<file path="src/rtl/pmx_pkg.sv">
package pmx_pkg;

    localparam int DATA_W         = 8;
    localparam int OFFSET_W       = 16;
    localparam int KEY_W          = 32;
    localparam int MAX_BODY_BYTES = 4096;

    localparam logic [DATA_W-1:0] VERSION_TAG      = 8'd65;
    localparam logic [KEY_W-1:0]  PACKET_KEY_RESET = 32'hB44BB44B;

    typedef enum logic
    {
        CFG_SESSION_KEY = 1'b0,
        CFG_PACKET_KEY  = 1'b1
    } cfg_index_t;

    typedef struct packed
    {
        logic                 body_valid;
        logic                 last;
        logic                 has_key;
        logic [DATA_W-1:0]    body_value;
        logic [OFFSET_W-1:0]  body_offset;
        logic [OFFSET_W-1:0]  size;
        logic [DATA_W-1:0]    neg_sum;
        logic [KEY_W-1:0]     start_key;
    } pmx_job_t;

endpackage

</file>
<file path="src/rtl/pmx_if.sv">
interface pmx_in_if import pmx_pkg::*; ();
    logic              valid;
    logic              ready;
    logic [DATA_W-1:0] data_byte;
    logic              last;

    modport source (output valid, output data_byte, output last, input ready);
    modport sink   (input valid, input data_byte, input last, output ready);
endinterface

interface pmx_out_if import pmx_pkg::*; ();
    logic                valid;
    logic                ready;
    logic [DATA_W-1:0]   byte_value;
    logic [OFFSET_W-1:0] byte_offset;
    logic                end_of_packet;

    modport source (output valid, output byte_value, output byte_offset,
                    output end_of_packet, input ready);
    modport sink   (input valid, input byte_value, input byte_offset,
                    input end_of_packet, output ready);
endinterface

</file>
<file path="src/rtl/pmx_map_rom.sv">
module pmx_map_rom import pmx_pkg::*;
(
    input  logic              clk,
    input  logic              en,
    input  logic [DATA_W-1:0] addr,
    output logic [DATA_W-1:0] rd_data
);

    localparam logic [DATA_W-1:0] MAP_MEM [256] = '{
        8'h70,8'h2F,8'h40,8'h5F,8'h44,8'h8E,8'h6E,8'h45,8'h7E,8'hAB,8'h2C,8'h1F,8'hB4,8'hAC,8'h9D,8'h91,
        8'h0D,8'h36,8'h9B,8'h0B,8'hD4,8'hC4,8'h39,8'h74,8'hBF,8'h23,8'h16,8'h14,8'h06,8'hEB,8'h04,8'h3E,
        8'h12,8'h5C,8'h8B,8'hBC,8'h61,8'h63,8'hF6,8'hA5,8'hE1,8'h65,8'hD8,8'hF5,8'h5A,8'h07,8'hF0,8'h13,
        8'hF2,8'h20,8'h6B,8'h4A,8'h24,8'h59,8'h89,8'h64,8'hD7,8'h42,8'h6A,8'h5E,8'h3D,8'h0A,8'h77,8'hE0,
        8'h80,8'h27,8'hB8,8'hC5,8'h8C,8'h0E,8'hFA,8'h8A,8'hD5,8'h29,8'h56,8'h57,8'h6C,8'h53,8'h67,8'h41,
        8'hE8,8'h00,8'h1A,8'hCE,8'h86,8'h83,8'hB0,8'h22,8'h28,8'h4D,8'h3F,8'h26,8'h46,8'h4F,8'h6F,8'h2B,
        8'h72,8'h3A,8'hF1,8'h8D,8'h97,8'h95,8'h49,8'h84,8'hE5,8'hE3,8'h79,8'h8F,8'h51,8'h10,8'hA8,8'h82,
        8'hC6,8'hDD,8'hFF,8'hFC,8'hE4,8'hCF,8'hB3,8'h09,8'h5D,8'hEA,8'h9C,8'h34,8'hF9,8'h17,8'h9F,8'hDA,
        8'h87,8'hF8,8'h15,8'h05,8'h3C,8'hD3,8'hA4,8'h85,8'h2E,8'hFB,8'hEE,8'h47,8'h3B,8'hEF,8'h37,8'h7F,
        8'h93,8'hAF,8'h69,8'h0C,8'h71,8'h31,8'hDE,8'h21,8'h75,8'hA0,8'hAA,8'hBA,8'h7C,8'h38,8'h02,8'hB7,
        8'h81,8'h01,8'hFD,8'hE7,8'h1D,8'hCC,8'hCD,8'hBD,8'h1B,8'h7A,8'h2A,8'hAD,8'h66,8'hBE,8'h55,8'h33,
        8'h03,8'hDB,8'h88,8'hB2,8'h1E,8'h4E,8'hB9,8'hE6,8'hC2,8'hF7,8'hCB,8'h7D,8'hC9,8'h62,8'hC3,8'hA6,
        8'hDC,8'hA7,8'h50,8'hB5,8'h4B,8'h94,8'hC0,8'h92,8'h4C,8'h11,8'h5B,8'h78,8'hD9,8'hB1,8'hED,8'h19,
        8'hE9,8'hA1,8'h1C,8'hB6,8'h32,8'h99,8'hA3,8'h76,8'h9E,8'h7B,8'h6D,8'h9A,8'h30,8'hD6,8'hA9,8'h25,
        8'hC7,8'hAE,8'h96,8'h35,8'hD0,8'hBB,8'hD2,8'hC8,8'hA2,8'h08,8'hF3,8'hD1,8'h73,8'hF4,8'h48,8'h2D,
        8'h90,8'hCA,8'hE2,8'h58,8'hC1,8'h18,8'h52,8'hFE,8'hDF,8'h68,8'h98,8'h54,8'hEC,8'h60,8'h43,8'h0F
    };

    logic [DATA_W-1:0] rd_data_reg;

    always_ff @(posedge clk)
    begin
        if (en)
        begin
            rd_data_reg <= MAP_MEM[addr];
        end
    end

    assign rd_data = rd_data_reg;

endmodule

</file>
<file path="src/rtl/pmx_cipher_core.sv">
module pmx_cipher_core import pmx_pkg::*;
(
    input  logic              clk,
    input  logic              rst_n,
    pmx_in_if.sink            plaintext,
    input  logic              cfg_write,
    input  cfg_index_t        cfg_index,
    input  logic [KEY_W-1:0]  cfg_data,
    output logic [DATA_W-1:0] rom_addr,
    output logic              rom_en,
    input  logic [DATA_W-1:0] rom_data,
    output logic              job_valid,
    input  logic              job_ready,
    output pmx_job_t          job
);

    localparam logic [31:0]         SEED_MUL  = 32'd241103;
    localparam logic [31:0]         SEED_ADD  = 32'd2533101;
    localparam logic [OFFSET_W-1:0] MAX_COUNT = OFFSET_W'(MAX_BODY_BYTES);
    localparam logic [DATA_W-1:0]   ROUND_STEP = 8'd3;

    function automatic logic [15:0] seed_map(input logic [15:0] seed);
        logic [31:0] h;
        h = 32'({16'd0, seed} * SEED_MUL) + SEED_ADD;
        return h[31:16];
    endfunction

    logic [KEY_W-1:0]    packet_key_reg;
    logic [KEY_W-1:0]    running_key_reg;
    logic [KEY_W-1:0]    start_key_reg;
    logic                first_done_reg;
    logic [OFFSET_W-1:0] count_reg;
    logic [DATA_W-1:0]   round_reg;
    logic [DATA_W-1:0]   sum_reg;
    logic [KEY_W-1:0]    word_reg;
    logic                s1_valid_reg;
    logic                key_pend_reg;

    logic                s1_counted_reg;
    logic                s1_last_reg;
    logic [OFFSET_W-1:0] s1_count_reg;
    logic [OFFSET_W-1:0] s1_count_after_reg;
    logic [DATA_W-1:0]   s1_neg_sum_reg;
    logic [KEY_W-1:0]    chain_word_reg;

    logic                accept;
    logic                counted;
    logic [DATA_W-1:0]   sum_next;
    logic [OFFSET_W-1:0] count_after;
    logic                exec;
    logic [KEY_W-1:0]    derived_key;
    logic [KEY_W-1:0]    key_eff;
    logic [1:0]          pos;
    logic [1:0]          flush_pos;
    logic [DATA_W-1:0]   cipher;
    logic [KEY_W-1:0]    word_new;
    logic [KEY_W-1:0]    word_cur;
    logic [KEY_W-1:0]    mask;
    logic                word_done;
    logic                flush_word;
    logic [KEY_W-1:0]    chain_word_next;
    logic                start_now;

    always_comb
    begin
        counted     = count_reg < MAX_COUNT;
        sum_next    = sum_reg + (counted ? plaintext.data_byte : '0);
        count_after = count_reg + OFFSET_W'(counted);

        derived_key = {seed_map(chain_word_reg[31:16]), seed_map(chain_word_reg[15:0])}
                      ^ packet_key_reg;
        key_eff     = key_pend_reg ? derived_key : running_key_reg;

        pos       = s1_count_reg[1:0];
        flush_pos = s1_count_after_reg[1:0];
        cipher    = rom_data ^ DATA_W'(key_eff >> {pos, 3'b000});

        word_new = (pos == 2'd0) ? '0 : word_reg;
        word_new[{pos, 3'b000} +: DATA_W] = cipher;
        word_cur = s1_counted_reg ? word_new : word_reg;

        unique case (flush_pos)
            2'd0: mask = 32'h0000_0000;
            2'd1: mask = 32'h0000_00FF;
            2'd2: mask = 32'h0000_FFFF;
            2'd3: mask = 32'h00FF_FFFF;
        endcase

        word_done       = s1_counted_reg && (pos == 2'd3);
        flush_word      = s1_last_reg && (flush_pos != 2'd0);
        chain_word_next = word_done ? word_new : ((word_cur & mask) | (key_eff & ~mask));
        start_now       = s1_counted_reg && (s1_count_reg == '0);

        job_valid = s1_valid_reg && (s1_counted_reg || s1_last_reg);
        exec      = s1_valid_reg && (job_ready || !(s1_counted_reg || s1_last_reg));
        accept    = plaintext.valid && plaintext.ready;

        job.body_valid  = s1_counted_reg;
        job.last        = s1_last_reg;
        job.has_key     = !first_done_reg;
        job.body_value  = cipher;
        job.body_offset = OFFSET_W'(4) + s1_count_reg
                          + ((!first_done_reg && (s1_count_reg[OFFSET_W-1:2] != '0))
                             ? OFFSET_W'(4) : '0);
        job.size        = OFFSET_W'(4) + s1_count_after_reg
                          + (first_done_reg ? '0 : OFFSET_W'(4));
        job.neg_sum     = s1_neg_sum_reg;
        job.start_key   = start_now ? key_eff : start_key_reg;
    end

    assign plaintext.ready = !s1_valid_reg || exec;
    assign rom_en          = accept;
    assign rom_addr        = plaintext.data_byte + round_reg;

    always_ff @(posedge clk or negedge rst_n)
    begin
        if (!rst_n)
        begin
            packet_key_reg  <= PACKET_KEY_RESET;
            running_key_reg <= '0;
            start_key_reg   <= '0;
            first_done_reg  <= 1'b0;
            count_reg       <= '0;
            round_reg       <= '0;
            sum_reg         <= '0;
            word_reg        <= '0;
            s1_valid_reg    <= 1'b0;
            key_pend_reg    <= 1'b0;
        end
        else
        begin
            if (key_pend_reg)
            begin
                running_key_reg <= derived_key;
            end

            if (cfg_write)
            begin
                unique case (cfg_index)
                    CFG_SESSION_KEY:
                    begin
                        if (!first_done_reg && (count_reg == '0))
                        begin
                            running_key_reg <= cfg_data;
                        end
                    end
                    CFG_PACKET_KEY:
                    begin
                        packet_key_reg <= cfg_data;
                    end
                endcase
            end

            if (accept)
            begin
                count_reg <= plaintext.last ? '0 : count_after;
                sum_reg   <= plaintext.last ? '0 : sum_next;
                if (counted)
                begin
                    round_reg <= round_reg + ROUND_STEP;
                end
            end

            key_pend_reg <= exec && (word_done || flush_word);

            if (exec)
            begin
                if (start_now)
                begin
                    start_key_reg <= key_eff;
                end
                if (s1_last_reg)
                begin
                    word_reg       <= '0;
                    first_done_reg <= 1'b1;
                end
                else if (s1_counted_reg)
                begin
                    word_reg <= word_new;
                end
            end

            if (accept)
            begin
                s1_valid_reg <= 1'b1;
            end
            else if (exec)
            begin
                s1_valid_reg <= 1'b0;
            end
        end
    end

    always_ff @(posedge clk)
    begin
        if (accept)
        begin
            s1_counted_reg     <= counted;
            s1_last_reg        <= plaintext.last;
            s1_count_reg       <= count_reg;
            s1_count_after_reg <= count_after;
            s1_neg_sum_reg     <= DATA_W'(0) - sum_next;
        end
        if (exec && (word_done || flush_word))
        begin
            chain_word_reg <= chain_word_next;
        end
    end

endmodule

</file>
<file path="src/rtl/pmx_emitter.sv">
module pmx_emitter import pmx_pkg::*;
(
    input  logic     clk,
    input  logic     rst_n,
    input  logic     job_valid,
    output logic     job_ready,
    input  pmx_job_t job,
    pmx_out_if.source ciphertext
);

    typedef enum logic [3:0]
    {
        STEP_BODY,
        STEP_SIZE_LO,
        STEP_SIZE_HI,
        STEP_SUM,
        STEP_VERSION,
        STEP_KEY0,
        STEP_KEY1,
        STEP_KEY2,
        STEP_KEY3
    } step_t;

    logic     busy_reg;
    step_t    step_reg;
    pmx_job_t job_reg;

    step_t    step_next;
    step_t    last_step;
    step_t    first_step;
    logic     done;
    logic     take;

    always_comb
    begin
        unique case (step_reg)
            STEP_BODY:    step_next = STEP_SIZE_LO;
            STEP_SIZE_LO: step_next = STEP_SIZE_HI;
            STEP_SIZE_HI: step_next = STEP_SUM;
            STEP_SUM:     step_next = STEP_VERSION;
            STEP_VERSION: step_next = STEP_KEY0;
            STEP_KEY0:    step_next = STEP_KEY1;
            STEP_KEY1:    step_next = STEP_KEY2;
            STEP_KEY2:    step_next = STEP_KEY3;
            default:      step_next = STEP_BODY;
        endcase

        if (!job_reg.last)
        begin
            last_step = STEP_BODY;
        end
        else if (job_reg.has_key)
        begin
            last_step = STEP_KEY3;
        end
        else
        begin
            last_step = STEP_VERSION;
        end

        first_step = job.body_valid ? STEP_BODY : STEP_SIZE_LO;
        done       = busy_reg && ciphertext.ready && (step_reg == last_step);
        job_ready  = !busy_reg || done;
        take       = job_valid && job_ready;

        ciphertext.valid         = busy_reg;
        ciphertext.end_of_packet = job_reg.last && (step_reg == last_step);

        unique case (step_reg)
            STEP_BODY:
            begin
                ciphertext.byte_value  = job_reg.body_value;
                ciphertext.byte_offset = job_reg.body_offset;
            end
            STEP_SIZE_LO:
            begin
                ciphertext.byte_value  = job_reg.size[7:0];
                ciphertext.byte_offset = 16'd0;
            end
            STEP_SIZE_HI:
            begin
                ciphertext.byte_value  = job_reg.size[15:8];
                ciphertext.byte_offset = 16'd1;
            end
            STEP_SUM:
            begin
                ciphertext.byte_value  = job_reg.neg_sum;
                ciphertext.byte_offset = 16'd2;
            end
            STEP_VERSION:
            begin
                ciphertext.byte_value  = VERSION_TAG;
                ciphertext.byte_offset = 16'd3;
            end
            STEP_KEY0:
            begin
                ciphertext.byte_value  = job_reg.start_key[7:0];
                ciphertext.byte_offset = 16'd8;
            end
            STEP_KEY1:
            begin
                ciphertext.byte_value  = job_reg.start_key[15:8];
                ciphertext.byte_offset = 16'd9;
            end
            STEP_KEY2:
            begin
                ciphertext.byte_value  = job_reg.start_key[23:16];
                ciphertext.byte_offset = 16'd10;
            end
            default:
            begin
                ciphertext.byte_value  = job_reg.start_key[31:24];
                ciphertext.byte_offset = 16'd11;
            end
        endcase
    end

    always_ff @(posedge clk or negedge rst_n)
    begin
        if (!rst_n)
        begin
            busy_reg <= 1'b0;
            step_reg <= STEP_BODY;
            job_reg  <= '0;
        end
        else if (take)
        begin
            busy_reg <= 1'b1;
            step_reg <= first_step;
            job_reg  <= job;
        end
        else if (done)
        begin
            busy_reg <= 1'b0;
        end
        else if (busy_reg && ciphertext.ready)
        begin
            step_reg <= step_next;
        end
    end

endmodule

</file>
<file path="src/rtl/packet_map_xor_chain_encrypt.sv">
// Channel     Dir   Payload                                    Moves
// plaintext   in    data_byte[7:0], last                       one body byte per request
// ciphertext  out   byte_value[7:0], byte_offset[15:0], eop    one output byte per request
// cfg         in    cfg_write, cfg_index, cfg_data[31:0]       register write, no wait
//
// Sustained rate is one body byte per cycle while ciphertext is ready and no header is
// being sent. After the byte with last the header sequencer adds size, sum and version
// bytes, plus start-key bytes on the first packet; plaintext stalls meanwhile. Key chain
// update is a multiply pass, forwarded to the next byte. Reset: session key 0, packet key
// B44BB44B. Ciphertext stalls back up through one stage register and the map ROM output.
module packet_map_xor_chain_encrypt import pmx_pkg::*;
(
    input  logic             clk,
    input  logic             rst_n,
    pmx_in_if.sink           plaintext,
    pmx_out_if.source        ciphertext,
    input  logic             cfg_write,
    input  cfg_index_t       cfg_index,
    input  logic [KEY_W-1:0] cfg_data
);

    logic [DATA_W-1:0] rom_addr;
    logic              rom_en;
    logic [DATA_W-1:0] rom_data;
    logic              job_valid;
    logic              job_ready;
    pmx_job_t          job;

    pmx_map_rom u_rom
    (
        .clk     (clk),
        .en      (rom_en),
        .addr    (rom_addr),
        .rd_data (rom_data)
    );

    pmx_cipher_core u_core
    (
        .clk       (clk),
        .rst_n     (rst_n),
        .plaintext (plaintext),
        .cfg_write (cfg_write),
        .cfg_index (cfg_index),
        .cfg_data  (cfg_data),
        .rom_addr  (rom_addr),
        .rom_en    (rom_en),
        .rom_data  (rom_data),
        .job_valid (job_valid),
        .job_ready (job_ready),
        .job       (job)
    );

    pmx_emitter u_emit
    (
        .clk        (clk),
        .rst_n      (rst_n),
        .job_valid  (job_valid),
        .job_ready  (job_ready),
        .job        (job),
        .ciphertext (ciphertext)
    );

    assert property (@(posedge clk) disable iff (!rst_n)
        job_valid && !job_ready |-> !plaintext.ready)
        else $error("plaintext request taken while a job is blocked");

    assert property (@(posedge clk) disable iff (!rst_n)
        ciphertext.valid && ciphertext.end_of_packet |->
            (ciphertext.byte_offset == 16'd3 || ciphertext.byte_offset == 16'd11))
        else $error("packet closed away from header or key tail");

    assert property (@(posedge clk) disable iff (!rst_n)
        ciphertext.valid && ciphertext.byte_offset == 16'd3 |->
            ciphertext.byte_value == VERSION_TAG)
        else $error("version byte corrupted");

    assert property (@(posedge clk) disable iff (!rst_n)
        job_valid && !job_ready |=> job_valid)
        else $error("blocked job dropped");

endmodule
</file>
<file path="src/flat_wrapper.sv">
// flat-port wrapper written by rule: the top's interface ports become plain ports
module packet_map_xor_chain_encrypt_flat import pmx_pkg::*;
  (clk, rst_n, cfg_write, cfg_index, cfg_data, plaintext_valid, plaintext_data_byte, plaintext_last, plaintext_ready, ciphertext_valid, ciphertext_byte_value, ciphertext_byte_offset, ciphertext_end_of_packet, ciphertext_ready);
  pmx_in_if plaintext_i ();
  pmx_out_if ciphertext_i ();
  input  logic clk;
  input  logic rst_n;
  input  logic cfg_write;
  input  cfg_index_t cfg_index;
  input  logic [KEY_W-1:0] cfg_data;
  input wire logic [$bits(plaintext_i.valid)-1:0] plaintext_valid;
  input wire logic [$bits(plaintext_i.data_byte)-1:0] plaintext_data_byte;
  input wire logic [$bits(plaintext_i.last)-1:0] plaintext_last;
  output wire logic [$bits(plaintext_i.ready)-1:0] plaintext_ready;
  output wire logic [$bits(ciphertext_i.valid)-1:0] ciphertext_valid;
  output wire logic [$bits(ciphertext_i.byte_value)-1:0] ciphertext_byte_value;
  output wire logic [$bits(ciphertext_i.byte_offset)-1:0] ciphertext_byte_offset;
  output wire logic [$bits(ciphertext_i.end_of_packet)-1:0] ciphertext_end_of_packet;
  input wire logic [$bits(ciphertext_i.ready)-1:0] ciphertext_ready;
  assign plaintext_i.valid = plaintext_valid;
  assign plaintext_i.data_byte = plaintext_data_byte;
  assign plaintext_i.last = plaintext_last;
  assign plaintext_ready = plaintext_i.ready;
  assign ciphertext_valid = ciphertext_i.valid;
  assign ciphertext_byte_value = ciphertext_i.byte_value;
  assign ciphertext_byte_offset = ciphertext_i.byte_offset;
  assign ciphertext_end_of_packet = ciphertext_i.end_of_packet;
  assign ciphertext_i.ready = ciphertext_ready;
  packet_map_xor_chain_encrypt u_core (.clk(clk), .rst_n(rst_n), .plaintext(plaintext_i), .ciphertext(ciphertext_i), .cfg_write(cfg_write), .cfg_index(cfg_index), .cfg_data(cfg_data));
endmodule
</file>
<file path="config.mk">
export PLATFORM = sky130hd
export DESIGN_NAME = packet_map_xor_chain_encrypt_flat
export DESIGN_NICKNAME = d
export VERILOG_FILES = /design/src/rtl/pmx_pkg.sv /design/src/rtl/pmx_if.sv /design/src/rtl/pmx_map_rom.sv /design/src/rtl/pmx_cipher_core.sv /design/src/rtl/pmx_emitter.sv /design/src/rtl/packet_map_xor_chain_encrypt.sv /design/src/flat_wrapper.sv
export SDC_FILE = /design/constraint.sdc
export NUM_CORES = 2
export LEC_CHECK = 0
export BUFFER_PORTS_ARGS = -buffer_cell sky130_fd_sc_hd__buf_2
export CORE_MARGIN = 5
export CORE_UTILIZATION = 35
export DETAILED_ROUTE_END_ITERATION = 6
export HOLD_SLACK_MARGIN = 0.15
export SLEW_MARGIN = 20
export SYNTH_ARGS = -nofsm -noshare
export SYNTH_HDL_FRONTEND = slang
export SYNTH_SLANG_ARGS = --single-unit
</file>
<file path="constraint.sdc">
create_clock -name clk -period 6.2 [get_ports clk]
set_input_delay 1.24 -clock clk [delete_from_list [all_inputs] [get_ports clk]]
set_output_delay 1.24 -clock clk [all_outputs]
set_load 0.03 [all_outputs]
</file>
Word level (Yosys, flattened, before mapping)
Memories as Yosys holds them, arrays and structs flattened. A register that Yosys moved wholly into a read port is not among the register bits.
Index checks and enable logic that the tools add are counted.
{"block": "op_classes", "add_sub_neg": 12, "mul": 2, "magnitude_cmp": 1, "eq_ne": 13, "shift": 3, "n_mux": 29, "bitwise": 7, "n_reduce_logical": 36}
{"op": "2-to-1 mux 32 bit", "n": 9}
{"op": "one-hot mux 16 bit (8 select lines)", "n": 1}
{"op": "one-hot mux 32 bit (4 select lines)", "n": 1}
{"op": "adder 32 x 22 -> 32 bit (second input constant)", "n": 2}
{"op": "bitwise AND 32 bit", "n": 2}
{"op": "multiplier 16 x 18 -> 32 bit (second input constant)", "n": 2}
{"op": "one-hot mux 8 bit (8 select lines)", "n": 1}
{"op": "adder 16 x 3 -> 16 bit", "n": 2}
{"op": "adder 3 x 16 -> 16 bit (first input constant)", "n": 2}
{"op": "bitwise mux 32 bit", "n": 1}
{"op": "logical NOT 16 bit", "n": 2}
{"op": "inverter 32 bit", "n": 1}
{"op": "bitwise OR 32 bit", "n": 1}
{"op": "variable shift 8 x 7 -> 32 bit (first input constant)", "n": 1}
{"op": "indexed part select 8 x 7 -> 32 bit", "n": 1}
{"op": "right shift 32 x 5 -> 8 bit", "n": 1}
{"op": "XOR 32 bit", "n": 1}
{"op": "2-to-1 mux 4 bit", "n": 6}
{"op": "adder 16 x 1 -> 16 bit", "n": 1}
{"op": "adder 8 bit", "n": 2}
{"op": "equality test 4 x 3 -> 1 bit (second input constant)", "n": 4}
{"op": "less-than comparator 16 x 13 -> 1 bit (second input constant)", "n": 1}
{"op": "2-to-1 mux 16 bit", "n": 1}
{"op": "2-to-1 mux 8 bit", "n": 2}
{"op": "other kinds (21)", "n": 55}
{"block": "word_totals", "ff_bits": 324, "rom_bits": 2080, "word_cells": 130, "memories": 2}
{"memory": "(no name shown)", "words": 256, "width": 8, "rd": 1, "rd_ports_with_merged_regs": 1, "write_ports": 0, "line": "pmx_map_rom.sv:34", "rtl": "rd_data_reg <= MAP_MEM[addr];"}
{"memory": "(no name shown)", "words": 8, "width": 4, "rd": 1, "rd_ports_with_merged_regs": 0, "write_ports": 0, "line": "pmx_emitter.sv:36", "rtl": "unique case (step_reg)"}

Logic depth before layout (Yosys ltp)
{"block": "logic_depth", "depth_word": 12, "depth_mapped": 25, "mapped_depth_nobuf": 24}

By module
Synthesis repeated with hierarchy kept, for this count alone.
{"block": "unflattened", "cells_unflattened": 3565, "hier_area_um2": 33754.9}
{"module": "pmx_cipher_core", "n_inst": 1, "cells_each": 2677, "area_per_inst_um2": 25758.5}
{"module": "pmx_emitter", "n_inst": 1, "cells_each": 317, "area_per_inst_um2": 4311.6}
{"module": "pmx_map_rom", "n_inst": 1, "cells_each": 571, "area_per_inst_um2": 3684.8}

Worst setup path before layout
No wires, ideal clock.
{"block": "synth_timing", "kind": "register -> register", "start": "register u_core.u_core.chain_word_reg[21]", "end": "register u_core.u_core.chain_word_reg[22] (data pin)", "t_arrival_ps": 6147, "required_ps": 5929, "path_slack_ps": -218, "stages_incl_launch_ff": 22, "cell_sequence": "edfxtp_1 fa_1 inv_1 fa_1 inv_1 fa_1 fa_1 fa_1 inv_1 fa_1 inv_1 ha_1 nand2_2 or3_1 a211o_1 o211a_4 or3_1 a311oi_1 o211ai_1 and3b_4 nor2_4 o221ai_2"}
{"block": "synth_between", "elab_chain_cells": 12, "elab_cells_between_ends": 13}
{"element": "start: declaration", "line": "pmx_cipher_core.sv:44", "rtl": "logic [KEY_W-1:0] chain_word_reg;"}
{"element": "start signal: assignment", "line": "pmx_cipher_core.sv:206", "rtl": "chain_word_reg <= chain_word_next;"}
{"element": "multiplier 16 x 18 -> 32 bit (*)", "line": "pmx_cipher_core.sv:24", "rtl": "h = 32'({16'd0, seed} * SEED_MUL) + SEED_ADD;"}
{"element": "adder 32 x 22 -> 32 bit (*)", "line": "pmx_cipher_core.sv:24"}
{"element": "XOR 32 bit (*)", "line": "pmx_cipher_core.sv:71", "rtl": "^ packet_key_reg;"}
{"element": "2-to-1 mux 32 bit (*)", "line": "pmx_cipher_core.sv:72", "rtl": "key_eff = key_pend_reg ? derived_key : running_key_reg;"}
{"element": "right shift 32 x 5 -> 8 bit", "line": "pmx_cipher_core.sv:76", "rtl": "cipher = rom_data ^ DATA_W'(key_eff >> {pos, 3'b000});"}
{"element": "XOR 8 bit", "line": "pmx_cipher_core.sv:76"}
{"element": "indexed part select 8 x 7 -> 32 bit", "line": "pmx_cipher_core.sv:79", "rtl": "word_new[{pos, 3'b000} +: DATA_W] = cipher;"}
{"element": "bitwise mux 32 bit", "line": "pmx_cipher_core.sv:79"}
{"element": "2-to-1 mux 32 bit"}
{"element": "bitwise AND 32 bit", "line": "pmx_cipher_core.sv:91", "rtl": "chain_word_next = word_done ? word_new : ((word_cur & mask) | (key_eff & ~mask));"}
{"element": "bitwise OR 32 bit", "line": "pmx_cipher_core.sv:91"}
{"element": "2-to-1 mux 32 bit (*)", "line": "pmx_cipher_core.sv:91"}
{"element": "via u_core.u_core.chain_word_next[22]", "line": "pmx_cipher_core.sv:61", "rtl": "logic [KEY_W-1:0] chain_word_next;"}
Mark *: on every way through the listed nets, which the timed path passes. The rest lies on a longest branch.
A chain may end at the register's enable or synchronous reset.

Worst setup path after layout
{"block": "layout_timing", "start": "register u_core.u_core.chain_word_reg[22]", "end": "register u_core.u_core.chain_word_reg[22] (data pin)"}
Same word-level chain as after synthesis.

==> flow_summary.ini <==
[status]
outcome = finished with violations
violations = setup timing

[cts]
htree_levels = 2
cts-buffers-inserted = 40
cts_root_buffer = clkbuf_16
clock-sinks = 324
cts_tree = done
clk_latency_ns = 0.58
clk_pin_slew_ns = 0.06
cts_buffer_depth = 3

[critical_path]
r2r-start = u_core.u_core.chain_word_reg[22]$_DFFE_PP_
reg2reg_slack_ns = -0.61
startpoint_type = flip-flop
cp.required_ns = 6.49
crit_type = reg -> reg
critPathLaunch = u_core.u_core.chain_word_reg[22]$_DFFE_PP_
worst-path-max-fanout = 4
end_kind = flip-flop
crit_arrival_ns = 7.10

[synth]
synth_edf_count = 82
postSynthAreaPerCell_um2 = 9.045
synth_area_mm2 = 0.03278
synth_top_area_share_pct = 17.41
ys_warn_count = 0
synth.area.top_cells = fa_1 17%, dfrtp_1 17%, ha_1 12%
synth_cells = 3624
synth_top_cell_by_area = fa_1
syn-num-nets = 4266
postSynth.asyncResetShare_pct = 74.69
synth-seq-cells = 324
ys.flop_type = dfrtp_1
yosysSeqAreaShare_pct = 26.05
synthDistinctLibCells = 107

[sta]
slew-limit-headroom_pct = 26.98
finalSetupViolCount = 82
clock_skew_ns = 0.02442
hold_viol_final = 0
fin_crit_ns = 6.813
finalWorstSetupSlack_ns = -0.6131
slew_violations = 0
rsz0062_at_grt = true
tightest_slew_ns = 1.095
max_clock_freq_mhz = 146.8
period_share_pct = 109.9

[finish]
largest_reg_flops = 82
syn2layout_area_growth_pct = 27.13
nets = 4732
finish.utilization_pct = 44.72
drive_gt1_share_pct = 25.98

[grt]
grt_pass1_vias = 28820
grt_max_degree = 86
gr-total-overflow = 0
grt_usage_pct = 21.43
antenna_found_initial = 10
grt_pass1_wl_um = 168600

[place]
portBuffers = 73
hpwl_um = 84230
finalWeightedCongestion = 0.9623

[detailed_routing]
detail-route-antenna-nets = 0
drt_iter0_markers = 2894
vias_per_cell = 5.327
drt-pass1-iter-count = 6
drc_errors = 0
wl_per_cell_um = 20.27
vias = 28660
routed_wl_um = 109000

[die]
initial_core_util_pct = 35.17
fp.dieH_um = 316.0
rows = 112
dieArea_mm2 = 0.09987
coreArea_mm2 = 0.09319
io_pins = 74
die-width_um = 316.0

[hold_path]
min_path_type = reg -> reg
worst_hold_startpoint = u_core.u_core.s1_neg_sum_reg[4]$_DFFE_PP_

[flow_run]
maxCapViolCount = 0
## cell usage after synthesis (all sizes together) (19+ instances only)
| cell | instances |
|---|---|
| a211oi | 43 |
| a21o | 34 |
| a21oi | 180 |
| a22oi | 25 |
| a31oi | 39 |
| and2 | 28 |
| and3 | 46 |
| buf | 26 |
| clkbuf | 149 |
| dfrtp | 226 |
| edfxtp | 82 |
| fa | 285 |
| ha | 310 |
| inv | 509 |
| mux2 | 54 |
| mux2i | 21 |
| nand2 | 432 |
| nand2b | 19 |
| nand3 | 75 |
| nand4 | 23 |
| nor2 | 199 |
| nor3 | 41 |
| o211ai | 45 |
| o21a | 19 |
| o21ai | 290 |
| o22ai | 25 |
| o31ai | 20 |
| xnor2 | 81 |
| xor2 | 55 |
## final cells by class
type                            instances  area (um2)
Timing Repair Buffer                  599        4698
Fill cell                            8895       51520
Multi-Input combinational cell       2614       23530
Clock buffer                           53        1151
Clock inverter                         21       254.0
Inverter                              511        1918
Tap cell                             1254        1569
Sequential cell                       324        8539
Antenna cell                            3       7.507
## worst max-delay path: stages, from the launching register on
cell	delay, ns
edfxtp_1	0.40
buf_4	0.18
fa_2	0.57
inv_2	0.04
fa_1	0.47
inv_1	0.05
fa_1	0.49
fa_1	0.44
fa_1	0.52
inv_1	0.05
fa_1	0.53
inv_2	0.06
ha_4	0.28
nand2_2	0.05
or3_4	0.32
a211o_1	0.30
o211a_4	0.29
or3_4	0.34
a311oi_2	0.28
o211ai_1	0.20
and3b_4	0.28
nor2_4	0.22
o221ai_4	0.16
## final timing paths
path	depth (start not counted)	end
worst max-delay path	22	u_core.u_core.chain_word_reg[22]$_DFFE_PP_
min in group asynchronous	1	u_core.u_emit.job_reg[66]$_DFFE_PN0P_
worst min register to register	2	u_core.u_emit.job_reg[36]$_DFFE_PN0P_
max in group asynchronous	2	u_core.u_core.key_pend_reg$_DFF_PN0_
worst min-delay path	2	u_core.u_emit.job_reg[36]$_DFFE_PN0P_
worst max register to register	22	u_core.u_core.chain_word_reg[22]$_DFFE_PP_
## metal layers
layer  track usage [%]  vias to the layer above  wire [um]
met4             5.514                        4       3241
met2             34.62                     1025      49820
met5                 0                        -         30
li1                  -                    13320          -
met3             2.961                      193       7233
met1             30.50                    14120      48690
## cell usage in the layout (no fill, tap or decap), types with 13 or more instances in the layout
master,count
a211oi_1,36
a21o_1,32
a21oi_1,141
a21oi_2,31
a22oi_1,25
a31oi_1,33
and2_1,23
and3_1,44
buf_2,72
buf_4,453
buf_6,61
clkbuf_16,41
dfrtp_1,225
dfstp_2,16
edfxtp_1,82
fa_1,272
fa_2,13
ha_1,272
ha_4,34
inv_1,480
inv_2,29
mux2_2,53
mux2i_1,17
nand2_1,423
nand2b_1,18
nand3_1,68
nand4_1,23
nor2_1,187
nor3_1,34
o211ai_1,44
o21a_1,15
o21ai_0,211
o21ai_1,30
o21ai_2,43
o22ai_1,17
o31ai_1,15
xnor2_1,64
xor2_1,51
## repair_timing
action | 4_1_cts | 5_1_grt
endpoints found under the setup margin | 105 | 141
gates resized for setup | 244 | 178
pin swaps | 99 | 135
setup buffers | 53 | 48
hold endpoints to repair | 0 | 0
hold buffers | 0 | 0
## logic make-up (layout without fill, tap and decap cells)
logic type,Yosys count,count (layout),share of synthesized area (%)
adder cells (fa/ha/maj),595,595,29.24
buffers and inverters,686,1184,8.039
flip-flops,324,324,26.05
other,0,3,0
XOR/XNOR,138,138,3.886
AO/OA/AOI/OAI,866,866,16.89
AND/OR/NAND/NOR,933,933,12.92
multiplexers,82,82,2.977
## stage by stage
| stage | instance area, um2 | setup slack [ns] | setup TNS [ns] | hold WS [ns] | cells |
|---|---|---|---|---|---|
| after floorplan | 32920 | -0.06152 | -0.2162 | 0.4146 | 3624 |
| after global placement | 37610 | -1.040 | -37.17 | 0.4242 | 5218 |
| after detailed placement | 37610 | -1.048 | -43.63 | 0.4227 | 5218 |
| after CTS | 40560 | -0.5554 | -27.56 | 0.4399 | 5338 |
| after global routing | 41670 | -0.7336 | -47.41 | 0.4627 | 5377 |
| final | 41670 | -0.6131 | -31.23 | 0.4367 | 5379 |
Power is not shown: default switching activity piles up to over one toggle a cycle in this logic, so the estimate is an artifact.
